$ cat src/hdl/ifdd_pkg.sv
// ifdd_pkg: constants, types and field helpers for the imu frame deframer and decoder
// depends on nothing; used by ifdd_window, ifdd_decode and imu_frame_deframe_decode
`timescale 1ns / 1ps

package ifdd_pkg;

	localparam int unsigned FrameLen    = 22;
	localparam int unsigned DecodeBytes = 20;
	localparam int unsigned CountW      = 5;
	localparam logic [7:0]  Newline     = 8'h0A;
	localparam logic [CountW-1:0] CountMax = {CountW{1'b1}};

	typedef logic [7:0] byte_t;

	typedef struct packed {
		logic                         hit;
		logic [DecodeBytes-1:0][7:0]  data;
	} frame_t;

	function automatic logic signed [11:0] word12(input byte_t hi, input byte_t lo);
		word12 = {hi[3:0], lo};
	endfunction

	function automatic logic signed [13:0] word14(input byte_t hi, input byte_t lo);
		word14 = {hi[5:0], lo};
	endfunction

endpackage

$ cat src/hdl/imu_frame_deframe_decode.sv
// imu_frame_deframe_decode: top level of the imu byte-stream deframer and sample decoder
// depends on ifdd_pkg, ifdd_window and ifdd_decode
//
//   channel  | handshake                   | payload
//   rx       | rx_valid / rx_ready         | rx_byte
//   sample   | sample_valid / sample_ready | supply_raw, gyro_*, accel_*, temp_*
//
// one byte is taken every cycle while rx_ready is high; a newline beat passes through the input
// register and then the result register, which sets sample_valid
// reset clears the window, the byte counter and both valid flags
// a stalled sample holds the result register; the input register still takes a byte
// whenever it is empty or moving on
`timescale 1ns / 1ps

module imu_frame_deframe_decode (
	input  logic                 clk,
	input  logic                 arst_n,
	input  logic                 rx_valid,
	output logic                 rx_ready,
	input  logic [7:0]           rx_byte,
	output logic                 sample_valid,
	input  logic                 sample_ready,
	output logic signed [11:0]   supply_raw,
	output logic signed [13:0]   gyro_x,
	output logic signed [13:0]   gyro_y,
	output logic signed [13:0]   gyro_z,
	output logic signed [13:0]   accel_x,
	output logic signed [13:0]   accel_y,
	output logic signed [13:0]   accel_z,
	output logic signed [11:0]   temp_x,
	output logic signed [11:0]   temp_y,
	output logic signed [11:0]   temp_z
);
	import ifdd_pkg::*;

	frame_t frame;
	logic   free;

	ifdd_window u_window (
		.clk      (clk),
		.arst_n   (arst_n),
		.rx_valid (rx_valid),
		.rx_ready (rx_ready),
		.rx_byte  (rx_byte),
		.free     (free),
		.frame    (frame)
	);

	ifdd_decode u_decode (
		.clk          (clk),
		.arst_n       (arst_n),
		.frame        (frame),
		.free         (free),
		.sample_valid (sample_valid),
		.sample_ready (sample_ready),
		.supply_raw   (supply_raw),
		.gyro_x       (gyro_x),
		.gyro_y       (gyro_y),
		.gyro_z       (gyro_z),
		.accel_x      (accel_x),
		.accel_y      (accel_y),
		.accel_z      (accel_z),
		.temp_x       (temp_x),
		.temp_y       (temp_y),
		.temp_z       (temp_z)
	);

endmodule

$ cat src/hdl/ifdd_window.sv
// ifdd_window: input register, 22-byte shift window and saturating byte counter
// flags a completed frame; depends on ifdd_pkg
`timescale 1ns / 1ps

module ifdd_window (
	input  logic                     clk,
	input  logic                     arst_n,
	input  logic                     rx_valid,
	output logic                     rx_ready,
	input  ifdd_pkg::byte_t          rx_byte,
	input  logic                     free,
	output ifdd_pkg::frame_t         frame
);
	import ifdd_pkg::*;

	logic                        valid_s1;
	byte_t                       byte_s1;
	logic [FrameLen-1:0][7:0]    win_q;
	logic [CountW-1:0]           count_q;
	logic                        adv;
	logic                        is_nl;

	assign adv      = valid_s1 && free;
	assign rx_ready = !valid_s1 || free;
	assign is_nl    = (byte_s1 == Newline);

	always_ff @(posedge clk or negedge arst_n) begin
		if (!arst_n) begin
			valid_s1 <= 1'b0;
		end else if (rx_ready) begin
			valid_s1 <= rx_valid;
		end
	end

	always_ff @(posedge clk) begin
		if (rx_ready && rx_valid) begin
			byte_s1 <= rx_byte;
		end
	end

	always_ff @(posedge clk or negedge arst_n) begin
		if (!arst_n) begin
			win_q   <= '0;
			count_q <= '0;
		end else if (adv) begin
			if (is_nl) begin
				count_q <= '0;
			end else begin
				for (int i = 0; i < FrameLen - 1; i++) begin
					win_q[i] <= win_q[i+1];
				end
				win_q[FrameLen-1] <= byte_s1;
				if (count_q != CountMax) begin
					count_q <= count_q + 1'b1;
				end
			end
		end
	end

	always_comb begin
		frame.hit = valid_s1 && is_nl && (count_q >= CountW'(FrameLen));
		for (int i = 0; i < DecodeBytes; i++) begin
			frame.data[i] = win_q[i];
		end
	end

endmodule

$ cat src/hdl/ifdd_decode.sv
// ifdd_decode: splits a completed frame into ten signed words and holds them
// in the result register with its handshake; depends on ifdd_pkg
`timescale 1ns / 1ps

module ifdd_decode (
	input  logic                 clk,
	input  logic                 arst_n,
	input  ifdd_pkg::frame_t     frame,
	output logic                 free,
	output logic                 sample_valid,
	input  logic                 sample_ready,
	output logic signed [11:0]   supply_raw,
	output logic signed [13:0]   gyro_x,
	output logic signed [13:0]   gyro_y,
	output logic signed [13:0]   gyro_z,
	output logic signed [13:0]   accel_x,
	output logic signed [13:0]   accel_y,
	output logic signed [13:0]   accel_z,
	output logic signed [11:0]   temp_x,
	output logic signed [11:0]   temp_y,
	output logic signed [11:0]   temp_z
);
	import ifdd_pkg::*;

	logic                valid_q;
	logic signed [11:0]  supply_q;
	logic signed [13:0]  gx_q, gy_q, gz_q, ax_q, ay_q, az_q;
	logic signed [11:0]  tx_q, ty_q, tz_q;
	logic                load;

	assign free = !valid_q || sample_ready;
	assign load = free && frame.hit;

	always_ff @(posedge clk or negedge arst_n) begin
		if (!arst_n) begin
			valid_q <= 1'b0;
		end else if (free) begin
			valid_q <= frame.hit;
		end
	end

	always_ff @(posedge clk) begin
		if (load) begin
			supply_q <= word12(frame.data[0],  frame.data[1]);
			gx_q     <= word14(frame.data[2],  frame.data[3]);
			gy_q     <= word14(frame.data[4],  frame.data[5]);
			gz_q     <= word14(frame.data[6],  frame.data[7]);
			ax_q     <= word14(frame.data[8],  frame.data[9]);
			ay_q     <= word14(frame.data[10], frame.data[11]);
			az_q     <= word14(frame.data[12], frame.data[13]);
			tx_q     <= word12(frame.data[14], frame.data[15]);
			ty_q     <= word12(frame.data[16], frame.data[17]);
			tz_q     <= word12(frame.data[18], frame.data[19]);
		end
	end

	assign sample_valid = valid_q;
	assign supply_raw   = supply_q;
	assign gyro_x       = gx_q;
	assign gyro_y       = gy_q;
	assign gyro_z       = gz_q;
	assign accel_x      = ax_q;
	assign accel_y      = ay_q;
	assign accel_z      = az_q;
	assign temp_x       = tx_q;
	assign temp_y       = ty_q;
	assign temp_z       = tz_q;

endmodule

$ cat config.mk
export PLATFORM = sky130hd
export DESIGN_NAME = imu_frame_deframe_decode
export DESIGN_NICKNAME = d
export VERILOG_FILES = /design/src/hdl/ifdd_pkg.sv /design/src/hdl/imu_frame_deframe_decode.sv /design/src/hdl/ifdd_window.sv /design/src/hdl/ifdd_decode.sv
export SDC_FILE = /design/constraint.sdc
export NUM_CORES = 1
export LEC_CHECK = 0
export BUFFER_PORTS_ARGS = -buffer_cell sky130_fd_sc_hd__clkbuf_2
export CORE_ASPECT_RATIO = 2
export CORE_MARGIN = 2
export CORE_UTILIZATION = 57
export DETAILED_ROUTE_END_ITERATION = 6
export PLACE_DENSITY = 0.79
export RECOVER_POWER = 100
export SLEW_MARGIN = 20
export SYNTH_ARGS = -nofsm -noshare
export SYNTH_HDL_FRONTEND = slang
export SYNTH_SLANG_ARGS = --single-unit
$ cat constraint.sdc
create_clock -name clk -period 13.9 [get_ports clk]
set_clock_uncertainty 0.05 [all_clocks]
set_input_delay 2.78 -clock clk [delete_from_list [all_inputs] [get_ports clk]]
set_output_delay 2.78 -clock clk [all_outputs]
set_load 0.005 [all_outputs]
# Yosys cells after proc, flatten, opt, wreduce, memory -nomap -nowiden
# Index checks and enable logic that the tools add are counted.
# Widths: inputs -> output; s select.
# word_totals
out_inout_bits	134
regBits	319
inputBits	12
word_cells	55
# classes
n_eq_ne	2
muxes	2
reduce_logical	12
bitwise	1
order_cmp	1
n_addsub	1
# ops
operator	count
$mux 5	2
$eq 8x4->1 const B	1
$add 5x1->5 const B	1
$ge 5x5->1 const B	1
$logic_and 1x1->1	5
$ne 5x5->1 const B	1
$reduce_and 2->1	2
$logic_not 1->1	2
$logic_or 1x1->1	2
$reduce_bool 2->1	1
$not 1->1	1

# Logic depth before layout (Yosys ltp)
# Gate-level depths: netlist of run 1.
# depth
depth_word	4
depth_mapped	6

# Modules after synthesis
# A second synthesis of run 1 with hierarchy kept.
# unflattened
hier_cells	723
area_unflattened_um2	12567.1
# modules_own_cells
module	seq_area_each_um2	cells_per_inst	n_inst	area_each_um2
ifdd_window	4794.6	587	1	8549.4
ifdd_decode	3988.8	136	1	4017.6

# Least setup slack after synthesis of run 1
# No wires, ideal clock.
# synth_timing
path_type	input to register
from	input port sample_ready
to	register u_decode.ax_q[0] (netlist: u_decode.accel_x[0]), enable pin
setup_ns	0.785
path_stages	3
setup_slack_ns	1.046
arrival_time_ns	12.019
cell_sequence	nand2b_1 nand2_1 nor3_1
# synth_via
elab_chain_cells	2
# synth_lines
element	line_no	source
from (decl)	imu_frame_deframe_decode.sv:22	input logic sample_ready,
$logic_or 1x1->1	ifdd_decode.sv:31	assign free = !valid_q || sample_ready;
$logic_and 1x1->1	ifdd_decode.sv:32	assign load = free && frame.hit;
named net u_decode.load	ifdd_decode.sv:29	logic load;
to (signal assigned)	ifdd_decode.sv:48	ax_q <= word14(frame.data[8], frame.data[9]);
to (decl)	ifdd_decode.sv:27	logic signed [13:0] gx_q, gy_q, gz_q, ax_q, ay_q, az_q;
# The timed path passes the listed nets, and every way through them passes these cells.
# A chain may end at the register's enable or synchronous reset.

# Worst setup path in the final report of run 1
# layout_timing
from	input port sample_ready
to	register u_decode.ty_q[7] (netlist: u_decode.temp_y[7]), enable pin
# layout_via
elab_chain_cells	2
# layout_lines
element	line_no	source
$logic_or 1x1->1	ifdd_decode.sv:31	
$logic_and 1x1->1	ifdd_decode.sv:32	
named net u_decode.load	ifdd_decode.sv:29	
to (signal assigned)	ifdd_decode.sv:52	ty_q <= word12(frame.data[16], frame.data[17]);
to (decl)	ifdd_decode.sv:28	logic signed [11:0] tx_q, ty_q, tz_q;
# The timed path passes the listed nets, and every way through them passes these cells.

==> impl_metrics.json, run 1 <==
{
  "tns_ns": 0,
  "via_count": 5126,
  "setup_viol": 0,
  "finalInstanceArea_um2": 12620,
  "yosysTopAreaCellShare_pct": 40.49,
  "yosys.area.top_type": "dfrtp_1",
  "initial_core_util_pct": 57.66,
  "grt_pass1_wl_mm": 27.88,
  "worstMarginPinSlew_ns": 6.319,
  "std_cell_rows": 72,
  "drv_cap": 6,
  "cts.htree.levels": 1,
  "rsz0062_at_grt": "false",
  "criticalPathCategory": "in2reg",
  "first_global_vias": 5327,
  "power.density_nw_per_um2": 184.9,
  "cp.arrival_ns": 8.76,
  "hold_violations": 0,
  "ys_seq_area_share_pct": 78.49,
  "routed_wl_mm": 17.50,
  "clock_sinks": 319,
  "drc_errors": 0,
  "highest_layer": "met4",
  "outcome": "finished, violations left",
  "yosysWarnings": 0,
  "io_pins": 146,
  "layout.nets": 721,
  "post-route-min-period_ns": 8.761,
  "num_antenna_cells": 0,
  "setup_slack_ns": 5.139,
  "synth_fp_nets": 561,
  "cts.clk_slew.worst_paths_ns": 0.06,
  "fillers": 1343,
  "yosysUniqueCellTypes": 29,
  "clk_latency_ns": 0.52,
  "clk_path_buf_depth": 3,
  "drive_above_1_share_pct": 24.45,
  "drv_slew": 413,
  "setup.worst_path.end_class": "flop",
  "post-route-util_pct": 65.78,
  "ys_ff_latch": 319,
  "via_per_inst": 5.215,
  "drt-initial-drc-count": 149,
  "met1Wirelength_mm": 6.533,
  "die_x_um": 102.5,
  "cts-buffers-inserted": 25,
  "hpwl_mm": 11.11,
  "ctsResizeCount": 0,
  "grtUsageTotal_pct": 17.41,
  "crit_chain": "clkbuf_2 -> nand2b_1 -> nand2_1 -> nor3_1 -> clkbuf_1 -> clkbuf_1 -> clkbuf_1",
  "cp_common_cell": "clkbuf_1",
  "p_leak_nw": 5.057,
  "cp-start-kind": "input pin",
  "post_drt_wl_per_cell_um": 17.80,
  "port_buffers": 145,
  "hold_path_class": "reg2reg",
  "gp_congestion": 0.7648,
  "cts_hold_buf": 0,
  "fmax_mhz": 114.1,
  "avgSynthCellArea_um2": 20.26,
  "yosys-top-cells-area": "dfrtp_1 (40%), edfxtp_1 (38%), mux2_1 (10%)",
  "postRouteAntennaNets": 0,
  "grt_start_max_net_pins": 122,
  "clockRootBuffer": "clkbuf_16",
  "syn_to_final_growth_pct": 14.09,
  "timing.final.crit_share_pct": 63.03,
  "die_area_um2": 20610,
  "synth_cells": 546,
  "critPathMaxStageDelay_ns": 2.46,
  "cts_tree": "done",
  "relSlewSlack_pct": -321.3,
  "cp_slowest_cell": "clkbuf_1",
  "violations": "max-capacitance violations, max-slew violations",
  "wl_met3_um": 769,
  "grt-ovfl-total": 0,
  "ir_worst_vdd_v": 0.0001231,
  "fp.dieH_um": 201.0,
  "place_area_um2": 11980,
  "netlist_area_um2": 11060,
  "pre_cts_slack_ns": 7.562,
  "antenna_found_initial": 0,
  "coreArea_um2": 19190,
  "routed-wl-met2_mm": 9.529,
  "postCtsSetupRepairBufs": 0,
  "crit_path_max_fanout": 63,
  "crit_required_ns": 13.90,
  "drtPass1Iterations": 4
}
==> synthesized netlist by cell type <==
cell,instances
a21o_1,2
a21oi_1,1
a22o_1,1
and2_1,1
and3_1,1
buf_2,2
buf_4,1
buf_6,16
dfrtp_1,179
edfxtp_1,140
ha_1,3
inv_1,3
mux2_1,100
mux2_2,73
nand2_1,4
nand2b_1,3
nand3_1,2
nand4b_1,1
nand4bb_1,1
nor2_1,1
nor3_1,2
o211ai_2,1
o21ai_0,2
o31ai_1,1
or2_1,1
or2_2,1
or3_1,1
or4_1,1
or4b_2,1
==> report_power, final <==
part | internal (mW) | switching (mW) | leakage [nW]
clock network | 0.367 | 0.311 | 0.377
registers | 1.26 | 0.161 | 3.43
logic | 0.151 | 0.0865 | 1.25
total | 1.77 | 0.559 | 5.06
==> kinds of logic after synthesis <==
family | Yosys count | synth area share (%)
mux | 173 | 17.61
simple gates | 21 | 1.142
fa+ha+maj | 3 | 0.3393
buf+inv | 22 | 1.889
flops | 319 | 78.49
compound gates | 8 | 0.5315
==> per-stage QoR <==
stage               hold WS (ns)  total power [mW]  instances
floorplan                 0.3694             1.564        546
global placement          0.3766             1.635        937
detailed placement        0.3776             1.680        937
CTS                       0.3971             2.359        982
global route              0.4179             2.449        983
finish                    0.3923             2.334        983
==> cells in the final DEF, fill, tap and decap left out <==
cell type and instances:
or2_1 1, ha_1 3, a22o_1 1, and3_1 1
nand4b_1 1, a21oi_1 1, nand2_1 4, or4_1 1
or3_1 1, or4b_2 1, o211ai_4 1, nand3_1 2
nor3_1 2, mux2_1 100, a21o_1 2, edfxtp_1 140
o31ai_1 1, nand2b_1 3, mux2_2 73, nand4bb_1 1
buf_4 1, clkbuf_16 25, bufinv_16 2, o21ai_0 2
or2_2 1, clkbuf_2 64, inv_1 3, clkbuf_1 89
dfrtp_1 179, nor2_1 1, and2_0 1, clkinv_2 7
clkinvlp_4 2, clkinv_1 7
==> worst paths after layout <==
kind / from / endpoint / slack [ns] / cells after the start
min: u_window.frame[15] / u_decode.supply_raw[7] / 0.39 / 0
max in group asynchronous: arst_n / u_window.frame[133] / 5.73 / 1
min in group asynchronous: arst_n / u_window.frame[12] / 4.58 / 1
max: sample_ready / u_decode.temp_y[7] / 5.14 / 7
max reg2reg: u_window.byte_s1[5] / u_decode.temp_y[7] / 6.50 / 6
min reg2reg: u_window.frame[15] / u_decode.supply_raw[7] / 0.39 / 0
==> final cells by class <==
cell class / count / area (um2) / share of cell area [%]
Clock buffer: 27 / 633.1 / 5.016
Clock inverter: 18 / 136.4 / 1.080
Inverter: 3 / 11.26 / 0.08921
Multi-Input combinational cell: 205 / 2180 / 17.27
Sequential cell: 319 / 8683 / 68.79
Tap cell: 259 / 324.1 / 2.567
Timing Repair Buffer: 152 / 654.4 / 5.184
==> flip-flops by register name (all words and copies together), names as in the netlist <==
signal and count:
u_window.count_q 5, u_decode.gyro_z 14, u_decode.accel_z 14, u_window.byte_s1 8, u_decode.gyro_y 14, u_decode.gyro_x 14
u_window.win_q 16, u_decode.sample_valid 1, u_decode.temp_z 12, u_decode.accel_x 14, u_decode.accel_y 14, u_window.frame 156
u_decode.temp_x 12, u_decode.temp_y 12, u_window.valid_s1 1, u_decode.supply_raw 12
==> layer usage <==
metal / GRT usage (%) / up-vias
met1: 21.08 / 2634
met5: 0 / -
met2: 30.39 / 126
met4: 7.810 / 0
li1: - / 2325
met3: 2.368 / 41
==> critical path, delay by kind of cell <==
kind                   cells  cell delay [ns]
and+or+nand+nor            3             0.55
buffers and inverters      4             5.36
No activity file was read; power rests on OpenSTA's default activity.
==> run 2: changes to the inputs <==
- clock period: 13.9 -> 8.77 ns (I/O delays scaled with it)
==> run 2 against run 1 <==
  * Die area unchanged
  * Clock-buffer cell count up 13
  * Cell count unchanged
  * Largest cell class unchanged
  * Register-to-register slack worse by 3.4 ns
  * Critical endpoint is now u_decode.temp_x[4]
  * Non-clock buffer count down 3
  * First-iteration DRC count up 19%
  * Power up 60%
  * Sequential power up 58%
  * The flow still finishes with violations (max-capacitance violations, max-slew violations)
  * Sequential cell count unchanged
  * Critical path type unchanged
==> impl_metrics.json, run 2 (synthesis gave the netlist of run 1 again) <==
{
  "outcome": "finished, violations left",
  "violations": "max-capacitance violations, max-slew violations",
  "via_count": 5095,
  "comb_power_share_pct": 10.2,
  "min_to": "u_decode.supply_raw[9]",
  "crit_path_max_fanout": 88,
  "rsz0062_at_grt": "false",
  "crit_chain": "clkbuf_2 -> nand2b_1 -> nand2_1 -> nor3_4 -> clkbuf_1 -> clkbuf_2",
  "min-delay-start": "u_window.frame[1]",
  "fillers": 1363,
  "crit_required_ns": 8.81,
  "cp_common_cell": "clkbuf_2",
  "p_int_mw": 2.858,
  "post-route-util_pct": 66.05,
  "cp-start-kind": "input pin",
  "cp_num_buf_inv": 3,
  "final_common_cell": "dfrtp_1",
  "critPathMaxStageDelay_ns": 1.80,
  "place_area_um2": 11990,
  "post-route-min-period_ns": 6.025,
  "gp_congestion": 0.7897,
  "post_drt_wl_per_cell_um": 17.52,
  "worstMarginPinSlew_ns": 4.270,
  "multi_input_area_um2": 2191,
  "r2r_end": "u_decode.temp_x[4]",
  "grt-ovfl-total": 0,
  "cts_tree": "done",
  "ctsResizeCount": 0,
  "swShare_pct": 23.38,
  "std_cell_rows": 72,
  "setup.worst_path.end_class": "flop",
  "relSlewSlack_pct": -184.6,
  "power.density_nw_per_um2": 294.3,
  "hold_depth": 0,
  "cts-buffers-inserted": 26,
  "timing.final.crit_share_pct": 68.70,
  "finalInstanceArea_um2": 12670,
  "grtUsageTotal_pct": 17.47,
  "antenna_found_initial": 0,
  "port_buffers": 145,
  "cts.htree.levels": 1,
  "io_pins": 146,
  "coreArea_um2": 19190,
  "r2r-start": "u_window.byte_s1[5]",
  "power_frac_seq_pct": 60.2,
  "layout.nets": 719,
  "tns_ns": 0,
  "clk_latency_ns": 0.51,
  "fmax_mhz": 166.0,
  "initial_core_util_pct": 57.66,
  "cp_slowest_cell": "clkbuf_2",
  "via_per_inst": 5.183,
  "num_antenna_cells": 0,
  "rrSetupSlack_ns": 3.12,
  "criticalPathCategory": "in2reg",
  "postCtsSetupRepairBufs": 0,
  "drt-initial-drc-count": 177,
  "die_x_um": 102.5,
  "grt_start_max_net_pins": 177,
  "ir_worst_vdd_v": 0.0001820,
  "drc_errors": 0,
  "setup_viol": 0,
  "p_switching_mw": 0.8720,
  "cp.arrival_ns": 6.07,
  "routed_wl_mm": 17.22,
  "cts_hold_buf": 0,
  "p_clk_share_pct": 29.6,
  "clock_sinks": 319,
  "drive_above_1_share_pct": 24.31,
  "worst-r2r-cell-count": 5,
  "hpwl_mm": 11.19,
  "drv_cap": 4,
  "final_cell_mix": "dfrtp_1 (179), edfxtp_1 (140), mux2_1 (101)",
  "whs_ns": 0.4045,
  "hold_violations": 0,
  "die_area_um2": 20610,
  "drtPass1Iterations": 4,
  "clockRootBuffer": "clkbuf_16",
  "largest_reg_flops": 156,
  "power_mw": 3.730,
  "postRouteAntennaNets": 0,
  "drv_slew": 375,
  "syn_to_final_growth_pct": 14.57,
  "grt_pass1_wl_mm": 28.00,
  "seq_area_um2": 8683,
  "hold_path_class": "reg2reg",
  "fp.dieH_um": 201.0,
  "cts.clk_slew.worst_paths_ns": 0.06,
  "clk_path_buf_depth": 3,
  "critPathTopFamily": "buffers and inverters",
  "p_leak_nw": 5.085,
  "first_global_vias": 5312
}
-- run 2: cell types whose count changed in the layout (fill, tap and decap cells not counted), sizes merged --
cell,before,now
clkbuf,178,185
bufinv,2,1
buf,1,4
clkinv,14,7
clkinvlp,2,0
-- run 2: how the worst max path moves through the flow --
| stage | from | end | slack [ns] | depth (start not counted) |
|---|---|---|---|---|
| final | sample_ready | u_decode.temp_x[4] | 2.74 | 6 |
| after global routing | sample_ready | u_decode.temp_y[10] | 2.39 | 6 |
| after floorplan | sample_ready | u_decode.accel_x[0] | 1.05 | 3 |
| after global placement | sample_ready | rx_ready | 4.50 | 4 |
| after detailed placement | sample_ready | u_decode.temp_y[2] | 4.38 | 6 |
| after CTS | sample_ready | rx_ready | 4.48 | 4 |
-- run 2: metrics by stage --
step	worst slack (ns)	cells
2_1_floorplan	1.049	546
3_3_place_gp	4.497	935
3_5_place_dp	4.384	935
4_1_cts	4.482	983
5_1_grt	2.387	983
6_report	2.745	983
-- run 2: power groups by stage --
stage | Clock (mW) | Combinational, mW | Sequential (mW)
4_1_cts | 1.13 | 0.385 | 2.25
2_1_floorplan | 0 | 0.315 | 2.16
5_1_grt | 1.19 | 0.430 | 2.30
3_3_place_gp | 0 | 0.345 | 2.25
3_5_place_dp | 0 | 0.381 | 2.28
6_report | 1.11 | 0.381 | 2.24
-- run 2: cell type report --
type                    count  area share [%]
well taps                 259           2.557
clock buffers              40           5.953
inverters                   3         0.08884
repair buffers            149           5.104
flip-flops and latches    319           68.51
clock inverters             8          0.5035
multi-input cells         205           17.29
-- run 2: routing by layer --
layer / track usage, % / wire length [um] / vias up
met5: 0 / 0 / -
met3: 2.542 / 700 / 41
met4: 7.476 / 647 / 0
met1: 20.77 / 6369 / 2594
li1: - / - / 2332
met2: 30.93 / 9505 / 128
